==> config.mk <==
export PLATFORM = sky130hd
export DESIGN_NAME = ack_retry_timeout_table_top
export DESIGN_NICKNAME = d
export VERILOG_FILES = /design/src/rtl/arrt_pkg.sv /design/src/rtl/arrt_front.sv /design/src/rtl/arrt_queue.sv /design/src/rtl/arrt_back.sv /design/src/rtl/ack_retry_timeout_table_top.sv
export SDC_FILE = /design/constraint.sdc
export NUM_CORES = 1
export LEC_CHECK = 0
export BUFFER_PORTS_ARGS = -buffer_cell sky130_fd_sc_hd__buf_2
export CELL_PAD_IN_SITES_DETAIL_PLACEMENT = 1
export CELL_PAD_IN_SITES_GLOBAL_PLACEMENT = 1
export CORE_MARGIN = 10
export CORE_UTILIZATION = 49
export DETAILED_ROUTE_END_ITERATION = 7
export GPL_TIMING_DRIVEN = 0
export MAX_ROUTING_LAYER = met4
export PLACE_DENSITY_LB_ADDON = 0.1
export SYNTH_ARGS = -nofsm -noshare
export SYNTH_HDL_FRONTEND = slang
export SYNTH_SLANG_ARGS = --single-unit
export TNS_END_PERCENT = 50
==> constraint.sdc <==
create_clock -name clock -period 9.9 [get_ports clock]
set_clock_uncertainty 0.05 [all_clocks]
set_input_delay 0 -clock clock [delete_from_list [all_inputs] [get_ports clock]]
set_output_delay 0 -clock clock [all_outputs]
set_load 0.02 [all_outputs]
==> src/rtl/arrt_pkg.sv <==
// ----------------------------------------------------------------------------
// arrt_pkg
// Types and constants of the retransmission table: commands, entries, results.
// ----------------------------------------------------------------------------
package arrt_pkg;

   typedef enum logic [1:0] {
      OP_SEND = 2'd0,
      OP_ACK  = 2'd1,
      OP_TICK = 2'd2
   } op_type;

   typedef enum logic [2:0] {
      EV_STORED    = 3'd0,
      EV_FULL      = 3'd1,
      EV_ACKED     = 3'd2,
      EV_UNMATCHED = 3'd3,
      EV_RESEND    = 3'd4,
      EV_GIVEUP    = 3'd5,
      EV_IDLE      = 3'd6
   } event_type;

   // most entries one tick may expire
   localparam int unsigned MAX_RESULTS = 8;
   localparam int unsigned CNT_W       = $clog2(MAX_RESULTS);

   localparam int unsigned QUEUE_DEPTH = 2;
   localparam int unsigned QPTR_W      = $clog2(QUEUE_DEPTH);
   localparam int unsigned QCNT_W      = $clog2(QUEUE_DEPTH + 1);

   typedef struct packed {
      op_type      op;
      logic [31:0] id;
      logic [7:0]  tag;
      logic [7:0]  retries;
      logic [15:0] timeout;
      logic [31:0] now;
   } cmd_type;

   typedef struct packed {
      logic [31:0] id;
      logic [7:0]  tag;
      logic [7:0]  retries;
      logic [15:0] timeout;
   } meta_type;

   typedef struct packed {
      event_type   ev;
      logic [31:0] id;
      logic [7:0]  tag;
      logic [7:0]  retries;
      logic [15:0] timeout;
      logic        last;
   } rsp_type;

endpackage

==> src/rtl/arrt_front.sv <==
// ----------------------------------------------------------------------------
// arrt_front
// Accepts command beats, classifies the request code and feeds the queue.
// ----------------------------------------------------------------------------
module arrt_front (
   input  logic              clock,
   input  logic              reset,
   input  logic              start,
   output logic              busy,
   input  logic [1:0]        req_type,
   input  logic [31:0]       req_pack_id,
   input  logic [7:0]        req_tag,
   input  logic [7:0]        req_retries,
   input  logic [15:0]       req_timeout_ms,
   input  logic [31:0]       req_now_ms,
   input  logic              q_full,
   output logic              q_push,
   output arrt_pkg::cmd_type q_data
);

   logic              cmd_vld_ff, cmd_vld_in;
   arrt_pkg::cmd_type cmd_ff, cmd_in;
   logic              accept;
   logic              known_op;

   assign busy   = cmd_vld_ff && q_full;
   assign q_push = cmd_vld_ff && !q_full;
   assign q_data = cmd_ff;
   assign accept = start && !busy;

   always_comb begin
      unique case (req_type)
         arrt_pkg::OP_SEND, arrt_pkg::OP_ACK, arrt_pkg::OP_TICK: known_op = 1'b1;
         default: known_op = 1'b0;
      endcase
   end

   always_comb begin
      cmd_vld_in = cmd_vld_ff;
      cmd_in     = cmd_ff;
      if (accept) begin
         // drop the unused code: it gives no result
         cmd_vld_in     = known_op;
         cmd_in.op      = arrt_pkg::op_type'(req_type);
         cmd_in.id      = req_pack_id;
         cmd_in.tag     = req_tag;
         cmd_in.retries = req_retries;
         cmd_in.timeout = req_timeout_ms;
         cmd_in.now     = req_now_ms;
      end else if (q_push) begin
         cmd_vld_in = 1'b0;
      end
   end

   always_ff @(posedge clock) begin
      if (reset) begin
         cmd_vld_ff <= 1'b0;
      end else begin
         cmd_vld_ff <= cmd_vld_in;
         cmd_ff     <= cmd_in;
      end
   end

endmodule

==> src/rtl/arrt_queue.sv <==
// ----------------------------------------------------------------------------
// arrt_queue
// Short command queue between the front and the table engine.
// ----------------------------------------------------------------------------
module arrt_queue (
   input  logic              clock,
   input  logic              reset,
   input  logic              push,
   input  arrt_pkg::cmd_type push_data,
   output logic              full,
   input  logic              pop,
   output arrt_pkg::cmd_type pop_data,
   output logic              empty
);

   localparam int unsigned DEPTH = arrt_pkg::QUEUE_DEPTH;
   localparam int unsigned PW    = arrt_pkg::QPTR_W;
   localparam int unsigned CW    = arrt_pkg::QCNT_W;

   arrt_pkg::cmd_type slot_ff [DEPTH];
   logic [PW-1:0]     wr_ptr_ff, wr_ptr_in;
   logic [PW-1:0]     rd_ptr_ff, rd_ptr_in;
   logic [CW-1:0]     count_ff, count_in;

   assign full     = (count_ff == CW'(DEPTH));
   assign empty    = (count_ff == '0);
   assign pop_data = slot_ff[rd_ptr_ff];

   always_comb begin
      wr_ptr_in = wr_ptr_ff;
      rd_ptr_in = rd_ptr_ff;
      count_in  = count_ff;
      if (push) begin
         wr_ptr_in = (wr_ptr_ff == PW'(DEPTH - 1)) ? '0 : wr_ptr_ff + PW'(1);
      end
      if (pop) begin
         rd_ptr_in = (rd_ptr_ff == PW'(DEPTH - 1)) ? '0 : rd_ptr_ff + PW'(1);
      end
      if (push && !pop) begin
         count_in = count_ff + CW'(1);
      end else if (pop && !push) begin
         count_in = count_ff - CW'(1);
      end
   end

   always_ff @(posedge clock) begin
      if (push) begin
         slot_ff[wr_ptr_ff] <= push_data;
      end
   end

   always_ff @(posedge clock) begin
      if (reset) begin
         wr_ptr_ff <= '0;
         rd_ptr_ff <= '0;
         count_ff  <= '0;
      end else begin
         wr_ptr_ff <= wr_ptr_in;
         rd_ptr_ff <= rd_ptr_in;
         count_ff  <= count_in;
      end
   end

endmodule

==> src/rtl/arrt_back.sv <==
// ----------------------------------------------------------------------------
// arrt_back
// Table engine: scans the entry memory one entry a cycle and emits results.
// ----------------------------------------------------------------------------
module arrt_back #(
   parameter int unsigned TABLE_ENTRIES = 8,
   parameter int unsigned TIME_BITS     = 32
) (
   input  logic              clock,
   input  logic              reset,
   input  logic              q_empty,
   input  arrt_pkg::cmd_type q_data,
   output logic              q_pop,
   output logic              rsp_vld,
   output arrt_pkg::rsp_type rsp
);

   localparam int unsigned IDX_W = (TABLE_ENTRIES > 1) ? $clog2(TABLE_ENTRIES) : 1;
   localparam logic [IDX_W-1:0] LAST_IDX = IDX_W'(TABLE_ENTRIES - 1);
   localparam int unsigned CW = arrt_pkg::CNT_W;

   typedef enum logic [1:0] {
      ST_IDLE,
      ST_SCAN,
      ST_FLUSH
   } state_type;

   // entry storage, undefined until written; valid bits guard every read
   arrt_pkg::meta_type   meta_mem [TABLE_ENTRIES];
   logic [TIME_BITS-1:0] time_mem [TABLE_ENTRIES];

   state_type            state_ff, state_in;
   arrt_pkg::cmd_type    cmd_ff, cmd_in;
   logic [IDX_W-1:0]     idx_ff, idx_in;
   logic                 issue_done_ff, issue_done_in;
   logic                 eval_vld_ff, eval_vld_in;
   logic [IDX_W-1:0]     eval_idx_ff, eval_idx_in;
   arrt_pkg::meta_type   meta_rd_ff;
   logic [TIME_BITS-1:0] time_rd_ff;
   logic [TABLE_ENTRIES-1:0] valid_ff, valid_in;
   logic [CW-1:0]        cnt_ff, cnt_in;
   logic                 pend_vld_ff, pend_vld_in;
   arrt_pkg::rsp_type    pend_ff, pend_in;
   logic                 rsp_vld_ff, rsp_vld_in;
   arrt_pkg::rsp_type    rsp_ff, rsp_in;

   logic                 issue;
   logic                 mem_we;
   logic                 ent_valid;
   logic                 last_ent;
   logic [TIME_BITS-1:0] now_t;
   logic [TIME_BITS-1:0] elapsed;
   logic                 expired;

   assign rsp_vld   = rsp_vld_ff;
   assign rsp       = rsp_ff;
   assign ent_valid = valid_ff[eval_idx_ff];
   assign last_ent  = (eval_idx_ff == LAST_IDX);
   assign now_t     = TIME_BITS'(cmd_ff.now);
   assign elapsed   = now_t - time_rd_ff;
   assign expired   = (elapsed >= TIME_BITS'(meta_rd_ff.timeout));

   always_comb begin
      state_in      = state_ff;
      cmd_in        = cmd_ff;
      idx_in        = idx_ff;
      issue_done_in = issue_done_ff;
      eval_vld_in   = 1'b0;
      eval_idx_in   = idx_ff;
      valid_in      = valid_ff;
      cnt_in        = cnt_ff;
      pend_vld_in   = pend_vld_ff;
      pend_in       = pend_ff;
      rsp_vld_in    = 1'b0;
      rsp_in        = rsp_ff;
      q_pop         = 1'b0;
      mem_we        = 1'b0;
      issue         = 1'b0;

      unique case (state_ff)
         ST_IDLE: begin
            if (!q_empty) begin
               q_pop         = 1'b1;
               cmd_in        = q_data;
               idx_in        = '0;
               issue_done_in = 1'b0;
               cnt_in        = '0;
               pend_vld_in   = 1'b0;
               state_in      = ST_SCAN;
            end
         end

         ST_SCAN: begin
            issue = !issue_done_ff;
            if (eval_vld_ff) begin
               unique case (cmd_ff.op)
                  arrt_pkg::OP_SEND: begin
                     if (!ent_valid) begin
                        valid_in[eval_idx_ff] = 1'b1;
                        mem_we        = 1'b1;
                        rsp_vld_in    = 1'b1;
                        rsp_in.ev     = arrt_pkg::EV_STORED;
                        rsp_in.id     = cmd_ff.id;
                        rsp_in.tag    = cmd_ff.tag;
                        rsp_in.retries = cmd_ff.retries;
                        rsp_in.timeout = cmd_ff.timeout;
                        rsp_in.last   = 1'b1;
                        state_in      = ST_IDLE;
                        issue         = 1'b0;
                     end else if (last_ent) begin
                        rsp_vld_in    = 1'b1;
                        rsp_in.ev     = arrt_pkg::EV_FULL;
                        rsp_in.id     = cmd_ff.id;
                        rsp_in.tag    = cmd_ff.tag;
                        rsp_in.retries = cmd_ff.retries;
                        rsp_in.timeout = cmd_ff.timeout;
                        rsp_in.last   = 1'b1;
                        state_in      = ST_IDLE;
                     end
                  end

                  arrt_pkg::OP_ACK: begin
                     if (ent_valid && (meta_rd_ff.id == cmd_ff.id)) begin
                        valid_in[eval_idx_ff] = 1'b0;
                        rsp_vld_in    = 1'b1;
                        rsp_in.ev     = arrt_pkg::EV_ACKED;
                        rsp_in.id     = meta_rd_ff.id;
                        rsp_in.tag    = meta_rd_ff.tag;
                        rsp_in.retries = meta_rd_ff.retries;
                        rsp_in.timeout = meta_rd_ff.timeout;
                        rsp_in.last   = 1'b1;
                        state_in      = ST_IDLE;
                        issue         = 1'b0;
                     end else if (last_ent) begin
                        rsp_vld_in    = 1'b1;
                        rsp_in.ev     = arrt_pkg::EV_UNMATCHED;
                        rsp_in.id     = cmd_ff.id;
                        rsp_in.tag    = '0;
                        rsp_in.retries = '0;
                        rsp_in.timeout = '0;
                        rsp_in.last   = 1'b1;
                        state_in      = ST_IDLE;
                     end
                  end

                  arrt_pkg::OP_TICK: begin
                     if (ent_valid && expired) begin
                        valid_in[eval_idx_ff] = 1'b0;
                        cnt_in         = cnt_ff + CW'(1);
                        pend_vld_in    = 1'b1;
                        pend_in.id     = meta_rd_ff.id;
                        pend_in.tag    = meta_rd_ff.tag;
                        pend_in.timeout = meta_rd_ff.timeout;
                        pend_in.last   = 1'b0;
                        if (meta_rd_ff.retries != '0) begin
                           pend_in.ev      = arrt_pkg::EV_RESEND;
                           pend_in.retries = meta_rd_ff.retries - 8'd1;
                        end else begin
                           pend_in.ev      = arrt_pkg::EV_GIVEUP;
                           pend_in.retries = '0;
                        end
                        // a later hit proves the held one is not the last
                        if (pend_vld_ff) begin
                           rsp_vld_in = 1'b1;
                           rsp_in     = pend_ff;
                        end
                        if (cnt_ff == CW'(arrt_pkg::MAX_RESULTS - 1)) begin
                           state_in = ST_FLUSH;
                           issue    = 1'b0;
                        end
                     end
                     if (last_ent) begin
                        state_in = ST_FLUSH;
                     end
                  end

                  default: begin
                     state_in = ST_IDLE;
                     issue    = 1'b0;
                  end
               endcase
            end
            if (issue) begin
               eval_vld_in   = 1'b1;
               eval_idx_in   = idx_ff;
               idx_in        = idx_ff + IDX_W'(1);
               issue_done_in = (idx_ff == LAST_IDX);
            end
         end

         ST_FLUSH: begin
            rsp_vld_in = 1'b1;
            if (pend_vld_ff) begin
               rsp_in      = pend_ff;
               rsp_in.last = 1'b1;
            end else begin
               rsp_in.ev      = arrt_pkg::EV_IDLE;
               rsp_in.id      = '0;
               rsp_in.tag     = '0;
               rsp_in.retries = '0;
               rsp_in.timeout = '0;
               rsp_in.last    = 1'b1;
            end
            pend_vld_in = 1'b0;
            state_in    = ST_IDLE;
         end

         default: begin
            state_in = ST_IDLE;
         end
      endcase
   end

   // entry memory: one read port for the scan, one write port for stores
   always_ff @(posedge clock) begin
      if (issue) begin
         meta_rd_ff <= meta_mem[idx_ff];
         time_rd_ff <= time_mem[idx_ff];
      end
      if (mem_we) begin
         meta_mem[eval_idx_ff] <= '{id: cmd_ff.id, tag: cmd_ff.tag,
                                    retries: cmd_ff.retries, timeout: cmd_ff.timeout};
         time_mem[eval_idx_ff] <= now_t;
      end
   end

   always_ff @(posedge clock) begin
      if (reset) begin
         state_ff    <= ST_IDLE;
         valid_ff    <= '0;
         eval_vld_ff <= 1'b0;
         pend_vld_ff <= 1'b0;
         rsp_vld_ff  <= 1'b0;
         issue_done_ff <= 1'b0;
         cnt_ff      <= '0;
      end else begin
         state_ff      <= state_in;
         cmd_ff        <= cmd_in;
         idx_ff        <= idx_in;
         issue_done_ff <= issue_done_in;
         eval_vld_ff   <= eval_vld_in;
         eval_idx_ff   <= eval_idx_in;
         valid_ff      <= valid_in;
         cnt_ff        <= cnt_in;
         pend_vld_ff   <= pend_vld_in;
         pend_ff       <= pend_in;
         rsp_vld_ff    <= rsp_vld_in;
         rsp_ff        <= rsp_in;
      end
   end

endmodule

==> src/rtl/ack_retry_timeout_table_top.sv <==
// ----------------------------------------------------------------------------
// ack_retry_timeout_table_top
// Retransmission table: stores sent packets, frees them on ack, and expires
// them on time ticks with resend or give-up results.
// ----------------------------------------------------------------------------
// channel   direction  handshake               payload
// req_      in         start high, busy low     type, id, tag, retries, timeout, now
// rsp_      out        rsp_valid, one cycle     event, id, tag, retries, timeout, last
//
// A command is registered in the front stage, then waits in a two-deep queue.
// The table engine reads one entry a cycle from its entry memory: a send or ack
// stops at the deciding entry; a tick scans until the last entry or until
// MAX_RESULTS entries expire, and gives its results at most one a cycle.
// Reset clears all entry valid bits at once; no clearing pass is needed.
// busy rises only while the front stage holds a beat and the queue is full.
// ----------------------------------------------------------------------------
module ack_retry_timeout_table_top #(
   parameter int unsigned TABLE_ENTRIES = 8,
   parameter int unsigned TIME_BITS     = 32
) (
   input  logic        clock,
   input  logic        reset,
   input  logic        start,
   output logic        busy,
   input  logic [1:0]  req_type,
   input  logic [31:0] req_pack_id,
   input  logic [7:0]  req_tag,
   input  logic [7:0]  req_retries,
   input  logic [15:0] req_timeout_ms,
   input  logic [31:0] req_now_ms,
   output logic        rsp_valid,
   output logic [2:0]  rsp_event_res,
   output logic [31:0] rsp_out_id,
   output logic [7:0]  rsp_out_tag,
   output logic [7:0]  rsp_out_retries,
   output logic [15:0] rsp_out_timeout,
   output logic        rsp_last
);

   logic              q_push;
   logic              q_full;
   logic              q_pop;
   logic              q_empty;
   arrt_pkg::cmd_type q_wdata;
   arrt_pkg::cmd_type q_rdata;
   arrt_pkg::rsp_type rsp;

   arrt_front u_front (
      .clock          (clock),
      .reset          (reset),
      .start          (start),
      .busy           (busy),
      .req_type       (req_type),
      .req_pack_id    (req_pack_id),
      .req_tag        (req_tag),
      .req_retries    (req_retries),
      .req_timeout_ms (req_timeout_ms),
      .req_now_ms     (req_now_ms),
      .q_full         (q_full),
      .q_push         (q_push),
      .q_data         (q_wdata)
   );

   arrt_queue u_queue (
      .clock     (clock),
      .reset     (reset),
      .push      (q_push),
      .push_data (q_wdata),
      .full      (q_full),
      .pop       (q_pop),
      .pop_data  (q_rdata),
      .empty     (q_empty)
   );

   arrt_back #(
      .TABLE_ENTRIES (TABLE_ENTRIES),
      .TIME_BITS     (TIME_BITS)
   ) u_back (
      .clock   (clock),
      .reset   (reset),
      .q_empty (q_empty),
      .q_data  (q_rdata),
      .q_pop   (q_pop),
      .rsp_vld (rsp_valid),
      .rsp     (rsp)
   );

   assign rsp_event_res   = rsp.ev;
   assign rsp_out_id      = rsp.id;
   assign rsp_out_tag     = rsp.tag;
   assign rsp_out_retries = rsp.retries;
   assign rsp_out_timeout = rsp.timeout;
   assign rsp_last        = rsp.last;

endmodule

* After elaboration in Yosys (flattened, before gate mapping)
Memory sizes are Yosys's and may differ from the RTL's. A register that Yosys moved wholly into a read port is not among the register bits. Cells that the tools add are included.
Storage, ports and cells: register bits after elaboration 261, RAM bits 964, input port bits 101, output and inout port bits 70, memories kept 3
Operators by class: add/subtract/negate cells 8, order comparisons 3, equality and inequality tests 26, mux-type cells 77, bitwise operators 6, reductions and logical operators 36
Memories:
- u_back.meta_mem | depth 8, bits a word 64, rd ports 1, clocked after memory_dff 1, write ports 1, RTL line arrt_back.sv:29 | arrt_pkg::meta_type meta_mem [TABLE_ENTRIES];
- u_back.time_mem | depth 8, bits a word 32, rd ports 1, clocked after memory_dff 1, write ports 1, RTL line arrt_back.sv:30 | logic [TIME_BITS-1:0] time_mem [TABLE_ENTRIES];
- u_queue.slot_ff | depth 2, bits a word 98, rd ports 1, clocked after memory_dff 1, write ports 1, RTL line arrt_queue.sv:20 | arrt_pkg::cmd_type slot_ff [DEPTH];
Operator list (count):
- two-way mux 68 bit | 8
- case mux 68 bit (3 select lines) | 1
- case mux 68 bit (2 select lines) | 1
- two-way mux 1 bit | 37
- equality test 32 bit | 1
- >= comparator 32 x 16 -> 1 bit | 1
- subtractor 32 bit | 1
- two-way mux 8 bit | 3
- case mux 8 bit (3 select lines) | 1
- two-way mux 2 bit | 10
- two-way mux 3 bit | 5
- AND reduction 5 bit | 3
- != test 4 x 2 -> 1 bit (second input constant) | 3
- case mux 3 bit (2 select lines) | 2
- != test 2 x 1 -> 1 bit (second input constant) | 5
- equality test 3 bit (second input constant) | 3
- case mux 1 bit (3 select lines) | 3
- bitwise AND 8 bit | 1
- equality test 2 bit (second input constant) | 4
- logical AND 1 bit | 8
- zero test 2 bit | 4
- != test 4 bit (second input constant) | 2
- NOT 8 bit | 1
- OR 8 bit | 1
- 27 further kinds | 47

* Logic depth before layout (Yosys ltp)
depth in word-level cells 9, depth in mapped cells 23, mapped depth without buffers 21

* Hierarchy
A second synthesis with hierarchy kept.
Second synthesis, totals: cell total of the unflattened synthesis 2744, area total of the unflattened synthesis 54782.5 um^2
Modules (own cells, without submodules):
- arrt_back | instances 1, cells each 2311, area an instance 44426.4 um^2, sequential area each 33402.0 um^2
- arrt_queue | instances 1, cells each 327, area an instance 7349.5 um^2, sequential area each 5985.7 um^2
- arrt_front | instances 1, cells each 106, area an instance 3006.6 um^2, sequential area each 2962.8 um^2

* Worst setup path before layout
OpenSTA, ideal clock, no wires.
path kind register to register, start point register u_back.cmd_ff, in the netlist u_back.now_t[3], end point register u_back.pend_ff[10] (netlist name) (enable), library setup time 648 ps, arrival 9725 ps, data required time 9202 ps, slack -522 ps, stages on the path, launching flop included 18, buffers on the path 0, clock period less this slack 10422 ps, path through edfxtp_1 ha_1 and2_1 a221o_1 or2_2 and2_1 o21ai_0 nand2b_1 xor2_1 ha_1 nand3_1 a211oi_1 a2111oi_0 o31ai_1 a2111oi_0 and4b_1 and4_1 nor4_1
On the way: cells in the longest elaborated chain, start to end 4
Ends and longest elaborated chain:
- start: declaration | RTL line arrt_back.sv:33 | arrt_pkg::cmd_type cmd_ff, cmd_in;
- start signal: assignment | RTL line arrt_back.sv:238 | cmd_ff <= cmd_in;
- subtractor 32 bit | RTL line arrt_back.sv:60 | assign elapsed = now_t - time_rd_ff;
- >= comparator 32 x 16 -> 1 bit | RTL line arrt_back.sv:61 | assign expired = (elapsed >= TIME_BITS'(meta_rd_ff.timeout));
- logical AND 1 bit | RTL line arrt_back.sv:147 | if (ent_valid && expired) begin
- AND reduction 5 bit (no source line)
- end signal: assignment | RTL line arrt_back.sv:246 | pend_ff <= pend_in;
- end: declaration | RTL line arrt_back.sv:43 | arrt_pkg::rsp_type pend_ff, pend_in;
No other way between the ends. A chain may end at the register's enable or synchronous reset.

* Final worst setup path
start point register u_back.cmd_ff, in the netlist u_back.now_t[4], end point register u_back.time_rd_ff[5] (read register of u_back.time_mem) (enable)
On the way: cells in the longest elaborated chain, start to end 8
Ends and longest elaborated chain:
- subtractor 32 bit | RTL line arrt_back.sv:60
- >= comparator 32 x 16 -> 1 bit | RTL line arrt_back.sv:61
- logical AND 1 bit | RTL line arrt_back.sv:147
- two-way mux 1 bit | RTL line arrt_back.sv:147
- case mux 1 bit (3 select lines) | RTL line arrt_back.sv:96 | unique case (cmd_ff.op)
- two-way mux 1 bit | RTL line arrt_back.sv:95 | if (eval_vld_ff) begin
- two-way mux 1 bit (2 in a row) | RTL line arrt_back.sv:80 | unique case (state_ff)
- via u_back.issue | RTL line arrt_back.sv:47 | logic issue;
- end: declaration | RTL line arrt_back.sv:39 | logic [TIME_BITS-1:0] time_rd_ff;
The timed path passes the listed nets, and every way through them passes these cells. The select of a mux whose other input is x is not followed.

==> out/qor.yml <==
outcome: "finished clean"
cpPeakStageDelay_ns: 0.81
grt_pass1_vias: 31700
synth.most_common_cell: "edfxtp_1"
dp_hpwl_mm: 94.4
start_util: 0.496
finalMaxSlewViolations: 0
cts.hold.buffers_added: 198
area_growth_pct: 19.9
crit_arrival_ns: 7.15
path_class: "reg -> reg"
vias: 29000
rows: 122
gp_congestion: 0.835
cts-resized-gates: 0
power_density_nw_per_um2: 268
final_nets: 3582
rr_worst_depth: 21
ir_worst_vdd_mv: 0.175
die_w_um: 355
drc_errors: 0
rsz0062_at_grt: "no"
worst_ep_required_time_ns: 10.30
cts_tree: "done"
synthTopCellsByArea: "edfxtp_1, mux4_2, mux2_2"
timing.final.crit_share: 0.682
path_clk_slew_ns: 0.06
postRouteAntennaNets: 0
drive_gt1_frac: 0.254
first_iter_violations: 2515
ys_types: 77
htree_levels: 4
crit_path_start_kind: "register"
setup_violations: 0
synth_ff_type: "edfxtp_1"
syn_nets: 2966
fin_area_um2: 66000
cp_slowest_cell: "a2111oi_0"
grt_overflow: 0
grt_max_degree: 53
dieArea_um2: 126000
synthCells: 2802
p_leak_nw: 21.9
end_kind: "register"
num_io_pins: 171
post-cts-setup-buffers: 0
holdCritPathClass: "in -> reg"
clk_latency_ns: 0.76
yosysTopAreaCellShare: 0.761
synth-edff-count: 1395
cts.sinks: 1417
antenna_found_initial: 3
drv_cap: 0
wl_per_cell_um: 28.4
fp.coreArea_um2: 111000
ys_seq_elements: 1417
wirelength_mm: 142
max_clock_freq_mhz: 148
synth.avg_cell_area_um2: 19.7
yosys.area.top_type: "edfxtp_1"
synth-seq-area-share: 0.769
worstPathCellList: "ha_1 -> and2_1 -> a221o_1 -> or2_2 -> and2_1 -> o21ai_0 -> nand2b_1 -> xor2_1 -> ha_1 -> nand3_1 -> nor2_1 -> a2111oi_0 -> o31ai_1 -> a2111oi_0 -> and4b_1 -> and4_1 -> buf_6 -> nor3_2 -> o32ai_4 -> buf_8 -> buf_8"
yosys_warnings: 0
fin_crit_ns: 6.75
syn_area_um2: 55100
path_max_fanout: 14
grt_pass1_wl_mm: 212
placed_cell_area_um2: 59400
ys_async_sr_fraction: 0
fp.dieH_um: 355
relSlewSlack: 0.0449
cts_buffer_depth: 3
gr-usage-all-layers: 0.233
holdWs_ns: 0.0623
port_buffers: 170
worst_pin_slew_ns: 1.43
drt_first_pass_iters: 7
routed_via_density: 5.79
cts_buffers: 148
utilization: 0.594
synth_common_cells: "edfxtp_1, mux2_2, mux4_2, nand2_1"
cts_root_buf: "clkbuf_16"
min_path_cells: 4
hold_violations: 0
setup_tns_ns: 0
## metrics by stage
step                      std cells  setup WS [ns]  total power, mW
after CTS                      5020           3.26             17.9
after detailed placement       4558           3.28             12.5
final                          5021           3.15             17.7
after global routing           5021           2.90             18.5
after floorplan                2802          0.576             10.8
after global placement         4460          -7.98             12.3
## area by class of cell
class                   count  area (um2)
fillers                  9742       45100
flip-flops and latches   1417       42300
multi-input cells        1188       12100
repair buffers            466        4370
clock buffers             191        4050
well taps                1488        1860
clock inverters            73         557
plain buffers             122         479
inverters                  75         282
diodes                      1        2.50
## layer usage
| layer | up-vias | track usage | wire length, um |
|---|---|---|---|
| met5 | - | - | 0 |
| met4 | 0 | 0.0581 | 2760 |
| met3 | 183 | 0.0341 | 7180 |
| met2 | 849 | 0.370 | 69800 |
| met1 | 15400 | 0.318 | 62600 |
| li1 | 12600 | - | - |
## critical path, delay by kind of cell, from the launching register on
family / cells / cell delay [ns]
xor+xnor: 1 / 0.15
buf+inv: 3 / 0.65
flops: 1 / 0.57
compound gates: 6 / 2.60
simple gates: 9 / 1.62
fa+ha+maj: 2 / 0.75
## sequential cells by signal, summed over array words and instances (netlist names), named ones only
signal and cells:
u_back.meta_mem 512, u_back.eval_idx_ff 3, u_back.cmd_ff 66, u_queue.slot_ff 196
u_back.cnt_ff 3, u_queue.wr_ptr_ff 1, u_front.cmd_vld_ff 1, u_queue.rd_ptr_ff 1
u_back.meta_rd_ff 64, u_back.pend_vld_ff 1, u_front.q_data 98, u_back.idx_ff 3
u_back.time_mem 256, u_back.state_ff 2, u_back.time_rd_ff 32, u_back.pend_ff 65
u_back.now_t 32, u_queue.count_ff 2, u_back.issue_done_ff 1, u_back.eval_vld_ff 1
u_back.rsp 68, u_back.rsp_vld 1
## placed cells by master (no fill, tap or decap), drive strengths merged, types with 6 or more instances in the layout
master       count
a211oi          10
a21o            42
a21oi           54
a22o            34
a22oi           34
and2             9
and3             7
and4             7
buf            299
bufinv           6
clkbuf         282
clkinv          59
dfxtp           22
dlygate4sd3    198
edfxtp        1395
ha              62
inv             80
mux2           196
mux2i           14
mux4           192
nand2          126
nand2b          10
nand3           13
nand4           22
nor2            46
nor2b            9
nor3            18
nor4            14
o211ai           9
o21a            11
o21ai           94
o31ai            6
or3             11
or4              6
xnor2           43
xor2            15
## cell families after synthesis
group	synth area share
buf+inv	0.0138
xor+xnor	0.00922
compound gates	0.0434
fa+ha+maj	0.0144
simple gates	0.0294
flops	0.769
mux	0.121
## power breakdown
part | internal [mW] | switching [mW]
Combinational | 1.95 | 2.70
Clock | 3.04 | 2.27
Sequential | 7.40 | 0.358
## path summary, 6_finish.rpt
path / from / end / slack, ns
worst max-delay path: u_back.now_t[4] / u_back.time_rd_ff[5] / 3.15
worst min-delay path: start / u_front.cmd_vld_ff / 0.06
worst max register to register: u_back.now_t[4] / u_back.time_rd_ff[5] / 3.15
worst min register to register: u_front.q_data[87] / u_queue.slot_ff[1][87] / 0.40
Note: power is estimated with default switching activity, not from simulation.
